===== src/rtl/skc_pkg.sv =====
`timescale 1ns / 1ps
// ----------------------------------------------------------------------------
// skc_pkg
// Types, codes and the byte-wise CRC step for the subject key hash unit.
// ----------------------------------------------------------------------------
package skc_pkg;

	// item opcodes
	localparam logic OP_CHAR = 1'b0;
	localparam logic OP_END  = 1'b1;

	// key phases
	localparam logic [1:0] PH_START  = 2'd0;
	localparam logic [1:0] PH_MATCH  = 2'd1;
	localparam logic [1:0] PH_SPACES = 2'd2;
	localparam logic [1:0] PH_BODY   = 2'd3;

	localparam logic [15:0] CRC_POLY  = 16'h1021;
	localparam logic [7:0]  CHR_SPACE = 8'h20;
	localparam logic [7:0]  CHR_UPPER_A = 8'h41;
	localparam logic [7:0]  CHR_UPPER_Z = 8'h5a;
	localparam logic [7:0]  CASE_OFFSET = 8'h20;
	localparam logic [7:0]  CHR_R     = 8'h72;
	localparam logic [7:0]  CHR_E     = 8'h65;
	localparam logic [7:0]  CHR_COLON = 8'h3a;

	// most bytes one item can push into the register ("r", "e", 0, 0)
	localparam int MAX_BYTES = 4;

	typedef struct packed {
		logic [1:0] phase;
		logic [1:0] matched;
	} skc_ctl_t;

	typedef struct packed {
		logic [2:0]           count;
		logic [MAX_BYTES-1:0][7:0] bytes;
	} skc_plan_t;

	function automatic logic [7:0] prefix_char(input logic [1:0] k);
		logic [7:0] c;
		case (k)
			2'd0: c = CHR_R;
			2'd1: c = CHR_E;
			default: c = CHR_COLON;
		endcase
		return c;
	endfunction

	// augmented crc: data bits shifted in msb first, poly applied on carry
	function automatic logic [15:0] crc_byte_step(input logic [15:0] crc, input logic [7:0] b);
		logic [15:0] r;
		logic        carry;
		r = crc;
		for (int i = 7; i >= 0; i--) begin
			carry = r[15];
			r = {r[14:0], b[i]};
			if (carry) begin
				r = r ^ CRC_POLY;
			end
		end
		return r;
	endfunction

endpackage


===== src/rtl/subject_key_crc16_unit.sv =====
`timescale 1ns / 1ps
// ----------------------------------------------------------------------------
// subject_key_crc16_unit
// Subject key hash: case-folds characters, optionally strips leading "re:"
// prefixes and their spaces, and hashes the rest with an augmented CRC-16.
// ----------------------------------------------------------------------------
// One transaction on the item channel carries one key character or an end
// mark. Characters are folded to lower case; with strip_reply_prefix set on a
// key's first character, every leading "re:" and the spaces after it are
// dropped, and a partly matched prefix is hashed once the match fails. The
// surviving bytes are shifted msb first into a CRC-16 (poly 0x1021, start 0).
// An end item appends two zero bytes, emits key_crc as one transaction on the
// key channel and clears the unit for the next key. Each item sits in the
// input register while the crc update (up to four byte steps) finishes, so
// one item is taken per clock; the only stall comes from an end item whose
// result register is still held by a stalled key channel. A character
// item in the input register never waits on the key channel.
// ----------------------------------------------------------------------------
module subject_key_crc16_unit
	import skc_pkg::*;
(
	input  logic        clk,
	input  logic        arst_n,
	// item channel
	input  logic        item_valid,
	output logic        item_stall,
	input  logic        op,
	input  logic [7:0]  char_code,
	input  logic        strip_reply_prefix,
	// key channel
	output logic        key_valid,
	input  logic        key_stall,
	output logic [15:0] key_crc
);

	// input register
	logic       valid_s1;
	logic       op_s1;
	logic [7:0] char_s1;
	logic       strip_s1;

	// key state
	skc_ctl_t    ctl_q;
	logic [15:0] crc_q;

	// result register
	logic        key_valid_q;
	logic [15:0] key_crc_q;

	skc_ctl_t    ctl_next;
	skc_plan_t   plan;
	logic [15:0] crc_next;
	logic        advance;
	logic        item_take;

	// an end item moves on only when the result register is free or leaving
	assign advance    = valid_s1 && (op_s1 == OP_CHAR || !key_valid_q || !key_stall);
	assign item_stall = valid_s1 && !advance;
	assign item_take  = item_valid && !item_stall;

	always_ff @(posedge clk or negedge arst_n) begin
		if (!arst_n) begin
			valid_s1 <= 1'b0;
		end else if (item_take) begin
			valid_s1 <= 1'b1;
		end else if (advance) begin
			valid_s1 <= 1'b0;
		end
	end

	always_ff @(posedge clk) begin
		if (item_take) begin
			op_s1    <= op;
			char_s1  <= char_code;
			strip_s1 <= strip_reply_prefix;
		end
	end

	skc_plan u_plan (
		.ctl                (ctl_q),
		.op                 (op_s1),
		.char_code          (char_s1),
		.strip_reply_prefix (strip_s1),
		.ctl_next           (ctl_next),
		.plan               (plan)
	);

	skc_crc u_crc (
		.crc      (crc_q),
		.plan     (plan),
		.crc_next (crc_next)
	);

	// key state: end items return everything to the start of a key
	always_ff @(posedge clk or negedge arst_n) begin
		if (!arst_n) begin
			ctl_q <= '0;
			crc_q <= '0;
		end else if (advance) begin
			ctl_q <= ctl_next;
			crc_q <= (op_s1 == OP_END) ? 16'h0000 : crc_next;
		end
	end

	// result register
	always_ff @(posedge clk or negedge arst_n) begin
		if (!arst_n) begin
			key_valid_q <= 1'b0;
		end else if (advance && op_s1 == OP_END) begin
			key_valid_q <= 1'b1;
		end else if (!key_stall) begin
			key_valid_q <= 1'b0;
		end
	end

	always_ff @(posedge clk) begin
		if (advance && op_s1 == OP_END) begin
			key_crc_q <= crc_next;
		end
	end

	assign key_valid = key_valid_q;
	assign key_crc   = key_crc_q;

endmodule


===== src/rtl/skc_plan.sv =====
`timescale 1ns / 1ps
// ----------------------------------------------------------------------------
// skc_plan
// Prefix matcher: decides which bytes one item feeds into the crc and the
// next key phase.
// ----------------------------------------------------------------------------
module skc_plan
	import skc_pkg::*;
(
	input  skc_ctl_t   ctl,
	input  logic       op,
	input  logic [7:0] char_code,
	input  logic       strip_reply_prefix,
	output skc_ctl_t   ctl_next,
	output skc_plan_t  plan
);

	logic [7:0] lc;
	logic [7:0] tail;
	logic [1:0] held;
	logic [1:0] n_tail;
	logic       match_en;
	logic [1:0] match_k;

	assign lc = (char_code >= CHR_UPPER_A && char_code <= CHR_UPPER_Z) ?
		char_code + CASE_OFFSET : char_code;

	always_comb begin
		ctl_next = ctl;
		held     = 2'd0;
		n_tail   = 2'd0;
		tail     = lc;
		match_en = 1'b0;
		match_k  = 2'd0;
		if (op == OP_END) begin
			// held prefix characters go in before the two zero bytes
			if (ctl.phase == PH_MATCH) begin
				held = (ctl.matched == 2'd3) ? 2'd2 : ctl.matched;
			end
			tail     = 8'h00;
			n_tail   = 2'd2;
			ctl_next = '0;
		end else begin
			case (ctl.phase)
				PH_START: begin
					if (strip_reply_prefix) begin
						match_en = 1'b1;
					end else begin
						n_tail         = 2'd1;
						ctl_next.phase = PH_BODY;
					end
				end
				PH_MATCH: begin
					match_en = 1'b1;
					match_k  = ctl.matched;
				end
				PH_SPACES: begin
					if (lc != CHR_SPACE) begin
						match_en = 1'b1;
					end
				end
				default: begin
					n_tail = 2'd1;
				end
			endcase
			if (match_en) begin
				if (match_k != 2'd3 && lc == prefix_char(match_k)) begin
					if (match_k == 2'd2) begin
						ctl_next = '{phase: PH_SPACES, matched: 2'd0};
					end else begin
						ctl_next = '{phase: PH_MATCH, matched: match_k + 2'd1};
					end
				end else begin
					held     = (match_k == 2'd3) ? 2'd2 : match_k;
					n_tail   = 2'd1;
					ctl_next = '{phase: PH_BODY, matched: 2'd0};
				end
			end
		end
	end

	always_comb begin
		plan.count = {1'b0, held} + {1'b0, n_tail};
		for (int i = 0; i < MAX_BYTES; i++) begin
			plan.bytes[i] = (i < int'(held)) ? prefix_char(2'(i)) : tail;
		end
	end

endmodule


===== src/rtl/skc_crc.sv =====
`timescale 1ns / 1ps
// ----------------------------------------------------------------------------
// skc_crc
// Combinationally feeds up to four planned bytes through the crc register.
// ----------------------------------------------------------------------------
module skc_crc
	import skc_pkg::*;
(
	input  logic [15:0] crc,
	input  skc_plan_t   plan,
	output logic [15:0] crc_next
);

	logic [MAX_BYTES:0][15:0] chain;

	always_comb begin
		chain[0] = crc;
		for (int i = 0; i < MAX_BYTES; i++) begin
			chain[i+1] = crc_byte_step(chain[i], plan.bytes[i]);
		end
		crc_next = chain[MAX_BYTES];
		case (plan.count)
			3'd0: crc_next = chain[0];
			3'd1: crc_next = chain[1];
			3'd2: crc_next = chain[2];
			3'd3: crc_next = chain[3];
			default: crc_next = chain[MAX_BYTES];
		endcase
	end

endmodule


===== config.mk =====
export PLATFORM = sky130hd
export DESIGN_NAME = subject_key_crc16_unit
export DESIGN_NICKNAME = d
export VERILOG_FILES = /design/src/rtl/skc_pkg.sv /design/src/rtl/subject_key_crc16_unit.sv /design/src/rtl/skc_plan.sv /design/src/rtl/skc_crc.sv
export SDC_FILE = /design/constraint.sdc
export NUM_CORES = 1
export LEC_CHECK = 0
export BUFFER_PORTS_ARGS = -buffer_cell sky130_fd_sc_hd__buf_2
export CAP_MARGIN = 0
export CELL_PAD_IN_SITES_DETAIL_PLACEMENT = 0
export CELL_PAD_IN_SITES_GLOBAL_PLACEMENT = 1
export CORE_MARGIN = 2
export CORE_UTILIZATION = 49
export CTS_CLUSTER_SIZE = 25
export DETAILED_ROUTE_END_ITERATION = 16
export PLACE_DENSITY_LB_ADDON = 0.1
export SYNTH_ARGS = -nofsm -noshare
export SYNTH_HDL_FRONTEND = slang
export SYNTH_SLANG_ARGS = --single-unit

===== constraint.sdc =====
create_clock -name clk -period 5.85 [get_ports clk]
set_clock_uncertainty 0.15 [all_clocks]
set_input_delay 0.585 -clock clk [delete_from_list [all_inputs] [get_ports clk]]
set_output_delay 0.585 -clock clk [all_outputs]
set_load 0.1 [all_outputs]

Yosys cells after proc, flatten, opt, wreduce, memory -nomap -nowiden
Cells that the tools add are included.
- $lt $le $gt $ge: 5
- mux-type cells: 69
- equal/unequal tests: 14
- bitwise operators: 33
- add/sub/neg operators: 3
- reduce and logical (&&, ||, !) cells: 21
- operator list (cell ; count):
    $mux W13 ; 32
    $not A3 Y3 ; 32
    $pmux W16 S4 ; 1
    $mux W8 ; 7
    $mux W2 ; 13
    $mux W16 ; 1
    $mux W4 ; 4
    $pmux W7 S2 ; 1
    $add A8 B6 Y8 const B ; 1
    $eq A2 B2 Y1 const B ; 4
    $eq A8 B8 Y1 ; 1
    $ge A8 B7 Y1 const B ; 1
    $le A8 B7 Y1 const B ; 1
    $mux W1 ; 8
    $ne A8 B6 Y1 const B ; 1
    $eq A3 B2 Y1 const B ; 2
    $logic_and A1 B1 Y1 ; 6
    $eq A2 B1 Y1 const B ; 2
    $logic_not A1 Y1 ; 4
    $logic_not A2 Y1 ; 2
    $lt A1 B2 Y1 const A ; 2
    $pmux W2 S2 ; 1
    $reduce_bool A2 Y1 ; 2
    $add A2 B2 Y3 ; 1
    other kinds (14) ; 15
- flip-flop bits (word level): 48
- word-level logic and storage cells: 154
- output and inout bits: 18

Depth between registers and ports, before layout
Gate-level depths: netlist of run 1.
- depth in word-level cells: 82
- gate-level depth with buffers: 15
- gate-level depth less buffers: 13

Hierarchy
A second synthesis of run 1 with hierarchy kept.
- cells, all modules: 440
- area, all modules: 4496.8 um^2
- modules (own cells, without submodules) (module ; area each (um^2) ; instances ; cells an instance):
    skc_crc ; 1938.1 ; 1 ; 219
    subject_key_crc16_unit ; 1829.3 ; 1 ; 114
    skc_plan ; 729.4 ; 1 ; 107

Worst setup path before layout of run 1
Ideal clock, no wire load.
- path type: reg2reg
- start: register ctl_q[3] (netlist bit)
- end: register key_crc_q[4], in the netlist key_crc[4], data pin
- path slack: 1598 ps
- arrival: 3830 ps
- stages on the path, launching flop included: 14
- setup time: 271 ps
- cell sequence: dfrtp_1 > inv_1 > ha_1 > nand3b_1 > or3_1 > a221oi_4 > o2111ai_1 > and2_1 > fa_1 > clkbuf_1 > clkbuf_1 > mux4_2 > nor2_1 > a21oi_1
- word-level cells in the longest chain between the ends: 45
- ends and longest elaborated chain (what ; line ; text):
    from (decl) ; subject_key_crc16_unit.sv:43 ; skc_ctl_t ctl_q;
    from (signal assigned) ; subject_key_crc16_unit.sv:100 ; ctl_q <= ctl_next;
    $eq A2 B1 Y1 ; skc_plan.sv:37, skc_plan.sv:44 ;
    $mux W2 ; skc_plan.sv:44 ; case (ctl.phase)
    $mux W2 ; skc_plan.sv:35 ; if (op == OP_END) begin
    $eq A2 B1 Y1 / $logic_not A2 Y1 (equally long branches) ; skc_pkg.sv:42 ; case (k)
    $pmux W7 S2 ; skc_pkg.sv:42 ;
    $mux W8 ; skc_plan.sv:66 ; if (match_en) begin
    $mux W8 ; skc_plan.sv:35 ;
    $eq A8 B8 Y1 ; skc_plan.sv:67 ; if (match_k != 2'd3 && lc == prefix_char(match_k)) begin
    [12 not listed] ; n/a ;
    $not A3 Y3 (no source line) ; n/a ;
    $mux W13 (7 in a row) ; skc_pkg.sv:58 ; if (carry) begin
    $not A3 Y3 (no source line) ; n/a ;
    $mux W13 (8 in a row) ; skc_pkg.sv:58 ;
    $not A3 Y3 (no source line) ; n/a ;
    $mux W13 (6 in a row) ; skc_pkg.sv:58 ;
    $pmux W16 S4 (*) ; skc_crc.sv:22 ; case (plan.count)
    net crc_next[4] ; subject_key_crc16_unit.sv:52 ; logic [15:0] crc_next;
    to (signal assigned) ; subject_key_crc16_unit.sv:118 ; key_crc_q <= crc_next;
    to (decl) ; subject_key_crc16_unit.sv:48 ; logic [15:0] key_crc_q;
The timed path passes the listed nets; every way through them passes the cells marked *. The select of a mux whose other input is x is not followed.
A chain may end at the register's enable or synchronous reset.

Worst setup path after layout of run 1
- start: register ctl_q[3] (netlist bit)
- end: register crc_q[15]
- word-level cells in the longest chain between the ends: 47
- ends and longest elaborated chain (what ; line ; text):
    $eq A2 B1 Y1 ; skc_plan.sv:37, skc_plan.sv:44 ;
    $mux W2 ; skc_plan.sv:44 ;
    $mux W2 ; skc_plan.sv:35 ;
    $eq A2 B1 Y1 / $logic_not A2 Y1 (equally long branches) ; skc_pkg.sv:42 ;
    $pmux W7 S2 ; skc_pkg.sv:42 ;
    $mux W8 ; skc_plan.sv:66 ;
    $mux W8 ; skc_plan.sv:35 ;
    $eq A8 B8 Y1 ; skc_plan.sv:67 ;
    [21 not listed] ; n/a ;
    $mux W13 (6 in a row) ; skc_pkg.sv:58 ;
    $not A3 Y3 (no source line) ; n/a ;
    $mux W13 (7 in a row) ; skc_pkg.sv:58 ;
    $not A3 Y3 (no source line) ; n/a ;
    $mux W13 ; skc_pkg.sv:58 ;
    $pmux W16 S4 (*) ; skc_crc.sv:22 ;
    net crc_next[15] ; subject_key_crc16_unit.sv:52 ;
    $mux W16 (*) ; subject_key_crc16_unit.sv:101 ; crc_q <= (op_s1 == OP_END) ? 16'h0000 : crc_next;
    to (signal assigned) ; subject_key_crc16_unit.sv:101 ;
    to (decl) ; subject_key_crc16_unit.sv:44 ; logic [15:0] crc_q;
Marks and branches as above.

==> results by group, run 1 <==
Yosys
  • Post-synth ARST share: 45.8%
  • Mean Syn Cell Area: 10.1 um^2
  • Syn Nets: 488
  • Ys Warns: 0
  • Xor-xnor portion of the synthesized cell area: 28.2%
  • Largest family of logic cells by synthesized area: XOR/XNOR gates
  • Number of synthesized flops with an enable pin: 26
  • Synth area leaders: edfxtp_1 17%, xnor2_1 15%, dfrtp_1 12%, mux4_2 4.8%, xor2_1 3.9%
  • Register area share after synthesis: 28.2%
  • Synth Area in Adders: 1.75%
  • Netlist cell types: 72
  • Area share of the largest cell type after synthesis: 16.5%
  • Area leader, netlist: edfxtp_1
  • Syn Inst Count: 468
  • Post-Syn Area: 4730 um^2
  • Compound-gate portion of the synthesized area: 17.9%
  • Top FF cell, synth: edfxtp_1
  • #FFs+latches synth: 48
  • Simple-gate portion of the synthesized area: 12.5%
  • Mux share of post-synthesis cell area: 7.65%

Floorplanning
  • Die width: 102 um
  • Initial cell density of the core: 50.9%
  • Die area: 10400 um^2
  • Core Region: 9280 um^2
  • Row cnt: 35
  • Die Ht: 102 um
  • I/O pin count: 32

Critical path
  • Critical path capture point type: register
  • CP arrival: 4.95 ns
  • Crit Path Class: reg2reg
  • Required @ worst endpoint: 5.91 ns
  • Worst Path Max Fanout: 22
  • Crit path from: ctl_q[3]
  • Reg-to-Reg Start: ctl_q[3]
  • CP max stage cell: fa_1
  • Startpoint Class: register
  • Max stage delay on crit path: 1.16 ns
  • Cells along the critical path: inv_1 > ha_1 > nand3b_1 > or3_1 > a221oi_4 > o211a_1 > nor3_1 > fa_1 > nor2b_1 > mux2_2 > a2111oi_0 > a21oi_1 > a22o_1

Global routing
  • First-pass GRT wire length: 20300 um
  • Vias in the first global route: 3614
  • Grt ovf: 0
  • Largest net degree at the start of global routing: 26
  • Gr usage total: 25.8%
  • Initial antenna violation count: 0

Clock network
  • Clock tree buffer depth: 2
  • Clock tree from TritonCTS: done
  • Clock sink count: 48
  • Clk Latency, worst-skew pair: 0.31 ns
  • Post-CTS Setup Inserts: 0
  • Worst-path clk slew: 0.10 ns
  • Post-CTS Resized: 0
  • Cts hold-fix bufs: 0
  • TritonCTS Buffers: 5
  • CTS HTree Levels: 2
  • Clk root buf: clkbuf_8

Finish
  • Layout area overhead: 6.83%
  • Nets: 502
  • Most frequent cells in the layout: 82 x xnor2_1, 31 x nand2_1, 31 x buf_2
  • Share of cells above drive strength 1: 17.6%
  • Number of antenna repair diodes: 0
  • Most common cell after layout, fill and taps aside: xnor2_1

Placed design
  • IO buf count: 31
  • RD Place Congestion: 0.957
  • Final HPWL DP: 9830 um

STA
  • Rel. slew slack: 35.4%
  • RSZ-0062 raised after global routing: no
  • Slew Viols, Final: 0
  • Fmax: 0.204 GHz
  • Final min period: 4.89 ns
  • Period utilization: 83.6%
  • Final Hold Vio Count: 0
  • Setup total negative slack: 0 ns
  • Worst-Margin Slew: 0.969 ns
  • # setup viols final: 0

Route
  • Initial DRC count: 209
  • Vias per cell: 5.93
  • DRC viols: 0
  • Remaining antenna violation count: 0
  • DR pass1 iterations: 6
  • WL/cell: 20.6 um
  • Final WL: 12600 um
  • Detailed-route via count: 3630

Flow run
  • Maxcap violations: 0

Outcome
  • Status: finished, final reports clean

Min path
  • Worst min path class: in2async
Yosys cell counts, types with 3 or more instances:
cell type  instances
buf_2              4
clkbuf_1          21
and3_1             5
a22o_1             6
xnor2_1           82
mux2i_1            8
mux4_2            10
nand3_1            8
xor2_1            21
dfrtp_1           22
ha_1               5
xnor3_1            8
inv_1             16
a211oi_1           7
a21oi_1           24
a31oi_1            4
xor3_1             3
nor3_1             8
buf_1              3
nor4_1             5
edfxtp_1          26
nand2b_1           7
o2111ai_1          3
o221ai_1           3
o21ai_0           19
and2_1             6
nor2b_1            8
or3_1              3
xnor2_2            3
nand4_1            3
mux2_2             5
nand2_1           31
o22ai_1            3
o211ai_1           3
nor2_1            24
path summary, 6_finish.rpt:
kind | endpoint | slack, ns | cells past startpoint
min | crc_q[15] | 0.12 | 1
max reg2reg | crc_q[15] | 0.96 | 13
min reg2reg | key_valid | 0.39 | 1
max in group asynchronous | ctl_q[1] | 5.04 | 1
max | crc_q[15] | 0.96 | 13
min in group clk | strip_s1 | 0.30 | 1
critical path: cells and delay by family, from the launching register on:
family	cells	cell delay (ns)
compound gates	5	1.49
fa+ha+maj	2	1.49
buf+inv	1	0.09
flops	1	0.42
mux	1	0.29
simple gates	4	0.85
sequential cells by signal, indices dropped and copies added, names as in the netlist:
register and flops:
crc_q 16, key_crc 16, char_s1 8, ctl_q 4, key_valid 1, op_s1 1
strip_s1 1, valid_s1 1
per-stage QoR:
stage / setup WS (ns) / area (um^2) / hold WS [ns] / instances / util (%)
floorplan: 1.60 / 4730 / 0.139 / 468 / -
global placement: 1.14 / 4960 / 0.365 / 604 / 53.5
detailed placement: 0.978 / 4960 / 0.365 / 604 / 53.5
CTS: 0.977 / 5050 / 0.144 / 612 / 54.4
global route: 0.565 / 5050 / 0.166 / 612 / 54.4
finish: 0.959 / 5050 / 0.119 / 612 / 54.4
routing by layer:
metal  part of all wire [%]  GRT usage (%)  wire length (um)
met2                     48           43.9              6090
met5                      0              0                 0
met3                    3.6           2.46               450
met4                    2.3           7.08               295
met1                     46           35.4              5780
area by class of cell:
type | instances | area (um^2)
clock buffer | 5 | 68.8
clock inverter | 3 | 18.8
fill | 901 | 4230
inverter | 16 | 60.1
multi-input combinational | 375 | 3220
sequential | 48 | 1330
tap | 129 | 161
timing repair buffer | 36 | 193
cell families after synthesis:
group                      Yosys count
adders and majority gates            6
DFF                                 48
buffers and inverters               45
xor gates and xnor gates           122
and+or+nand+nor                    116
AOI/OAI and AO/OA                  108
muxes                               23
Power of run 1 is not shown: default switching activity piles up to over one toggle a cycle in this logic, so the estimate is an artifact.
==> run 2: changes to the inputs <==
--- a/config.mk
+++ b/config.mk
@@ -10,7 +10,7 @@
 export CELL_PAD_IN_SITES_DETAIL_PLACEMENT = 0
 export CELL_PAD_IN_SITES_GLOBAL_PLACEMENT = 1
 export CORE_MARGIN = 2
-export CORE_UTILIZATION = 49
+export CORE_UTILIZATION = 44
 export CTS_CLUSTER_SIZE = 25
 export DETAILED_ROUTE_END_ITERATION = 16
 export PLACE_DENSITY_LB_ADDON = 0.1
==> constraint.sdc (replaced) <==
create_clock -name clk -period 4.46 [get_ports clk]
set_clock_uncertainty 0.15 [all_clocks]
set_input_delay 0.446 -clock clk [delete_from_list [all_inputs] [get_ports clk]]
set_output_delay 0.446 -clock clk [all_outputs]
set_load 0.1 [all_outputs]
==> results by group, run 2 (same netlist as run 1, synthesis figures left out) <==
Outcome
  • Status: complete, but fails checks
  • Failing checks: negative hold slack

Critical path
  • Worst Path Max Fanout: 8 (-64%)
  • Crit Path Class: reg2reg
  • CP max stage cell: xor3_2
  • Most numerous cell on the critical path: xnor2_1
  • RR Endpoint: crc_q[8]
  • Cells along the critical path: or4_4 > o22ai_1 > o22ai_1 > xnor2_1 > xnor2_1 > xor3_2 > xnor2_1 > mux4_2 > and3_1 > a221o_1
  • Bufs and invs on worst path: 0 (-1)
  • CP arrival: 4.25 ns (-0.70 ns)
  • R2r worst-path depth: 10 (-3)
  • Max stage delay on crit path: 0.63 ns (-0.53 ns)
  • Crit path depth: 10 (-3)
  • Required @ worst endpoint: 4.53 ns (-1.38 ns)
  • Flop2flop setup slack: 0.29 ns (-0.67 ns)
  • Startpoint Class: register
  • Critical path capture point type: register
  • Crit-path leading delay family: XOR/XNOR gates
  • Reg-to-Reg Start: char_s1[0]

STA
  • RSZ-0062 raised after global routing: no
  • Rel. slew slack: 43.7% (+8.4 points)
  • Final hold slack: -0.0202 ns (-0.139 ns)
  • Final Hold Vio Count: 22 (+22)
  • Slew Viols, Final: 0 (unchanged)
  • Fmax: 0.240 GHz (+17%)
  • Setup total negative slack: 0 ns (unchanged)
  • # setup viols final: 0 (unchanged)
  • Worst-Margin Slew: 0.839 ns (-0.130 ns)
  • Period utilization: 93.6% (+10 points)
  • Final min period: 4.17 ns (-0.716 ns)

Clock network
  • TritonCTS Buffers: 5 (unchanged)
  • Cts hold-fix bufs: 0 (unchanged)
  • Clock sink count: 48 (unchanged)
  • Clk Latency, worst-skew pair: 0.33 ns (+0.02 ns)
  • CTS HTree Levels: 2 (unchanged)
  • Clock tree from TritonCTS: done
  • Clock tree buffer depth: 2 (unchanged)
  • Clk root buf: clkbuf_8
  • Post-CTS Setup Inserts: 0 (unchanged)
  • Post-CTS Resized: 0 (unchanged)
  • Worst-path clk slew: 0.09 ns (about the same)

Placed design
  • Final HPWL DP: 10400 um (+5.8%)
  • IO buf count: 31 (unchanged)
  • Placed Area: 5150 um^2 (+3.7%)
  • RD Place Congestion: 0.906 (-5.4%)

Global routing
  • Vias in the first global route: 3652 (+1.1%)
  • First-pass GRT wire length: 21100 um (+4.0%)
  • Grt ovf: 0 (unchanged)
  • Gr usage total: 24.6% (-1.2 points)
  • Initial antenna violation count: 0 (unchanged)
  • Largest net degree at the start of global routing: 26 (unchanged)

Floorplanning
  • I/O pin count: 32 (unchanged)
  • Die width: 108 um (+5.3%)
  • Die Ht: 108 um (+5.3%)
  • Die area: 11600 um^2 (+11%)
  • Row cnt: 37 (+5.7%)
  • Initial cell density of the core: 45.6% (-5.3 points)
  • Core Region: 10400 um^2 (+12%)

Route
  • Vias per cell: 5.75 (-3.1%)
  • DRC viols: 0 (unchanged)
  • Remaining antenna violation count: 0 (unchanged)
  • WL/cell: 20.4 um (-0.89%)
  • Initial DRC count: 165 (-21%)
  • DR pass1 iterations: 4 (-2)
  • Detailed-route via count: 3689 (+1.6%)
  • Final WL: 13100 um (+4.0%)

Min path
  • Worst min path class: in2async

Finish
  • Post-route cell area: 5240 um^2 (+3.7%)
  • Final core utilization: 50.5% (-3.9 points)
  • Most frequent cells in the layout: 82 x xnor2_1, 31 x nand2_1, 31 x buf_2
  • Most common cell after layout, fill and taps aside: xnor2_1
  • Share of cells above drive strength 1: 21.3% (+3.7 points)
  • Layout area overhead: 10.8%
  • Nets: 525 (+4.6%)
  • Number of antenna repair diodes: 0 (unchanged)

Flow run
  • Maxcap violations: 0 (unchanged)
-- run 2: cell types whose count changed in the layout (fill, tap and decap cells not counted), sizes merged --
cell      delta
buf         +23
clkbuf       +2
clkinvlp     -2
-- run 2: how the worst max path moves through the flow --
stage,start,to,slack (ns)
2_1_floorplan,ctl_q[3],key_crc[4],0.21
3_3_place_gp,char_s1[2],crc_q[7],0.26
3_5_place_dp,char_s1[2],crc_q[7],0.28
4_1_cts,char_s1[2],crc_q[14],0.28
5_1_grt,char_s1[2],crc_q[14],0.06
6_report,char_s1[0],crc_q[8],0.29
-- run 2: final cells by class --
| type | instances | area (um^2) |
|---|---|---|
| repair buffers | 59 | 365 |
| well taps | 136 | 170 |
| flip-flops and latches | 48 | 1330 |
| clock buffers | 7 | 86.3 |
| fillers | 973 | 5130 |
| inverters | 16 | 60.1 |
| multi-input cells | 375 | 3220 |
| clock inverters | 1 | 3.75 |
-- run 2: worst reg2reg max path, stage by stage, from the launching register on --
cell and delay, ns:
edfxtp_1 0.51, or4_4 0.59, o22ai_1 0.24, o22ai_1 0.19, xnor2_1 0.39, xnor2_1 0.26, xor3_2 0.63, xnor2_1 0.19
mux4_2 0.50, and3_1 0.18, a221o_1 0.25
-- run 2: stage by stage --
stage | std cells | setup slack (ns)
2_1_floorplan | 468 | 0.208
4_1_cts | 642 | 0.285
5_1_grt | 642 | 0.0608
3_5_place_dp | 634 | 0.284
6_report | 642 | 0.285
3_3_place_gp | 634 | 0.263
-- run 2: per-layer routing --
| metal | vias to the layer above | global-route usage (%) | part of all wire (%) |
|---|---|---|---|
| li1 | 1767 | - | - |
| met1 | 1804 | 32.7 | 43 |
| met2 | 99 | 40.7 | 50 |
| met3 | 19 | 3.93 | 4.5 |
| met4 | 0 | 8.24 | 2.6 |
| met5 | - | 0 | 0 |
Power of run 2 is left out for the same reason.
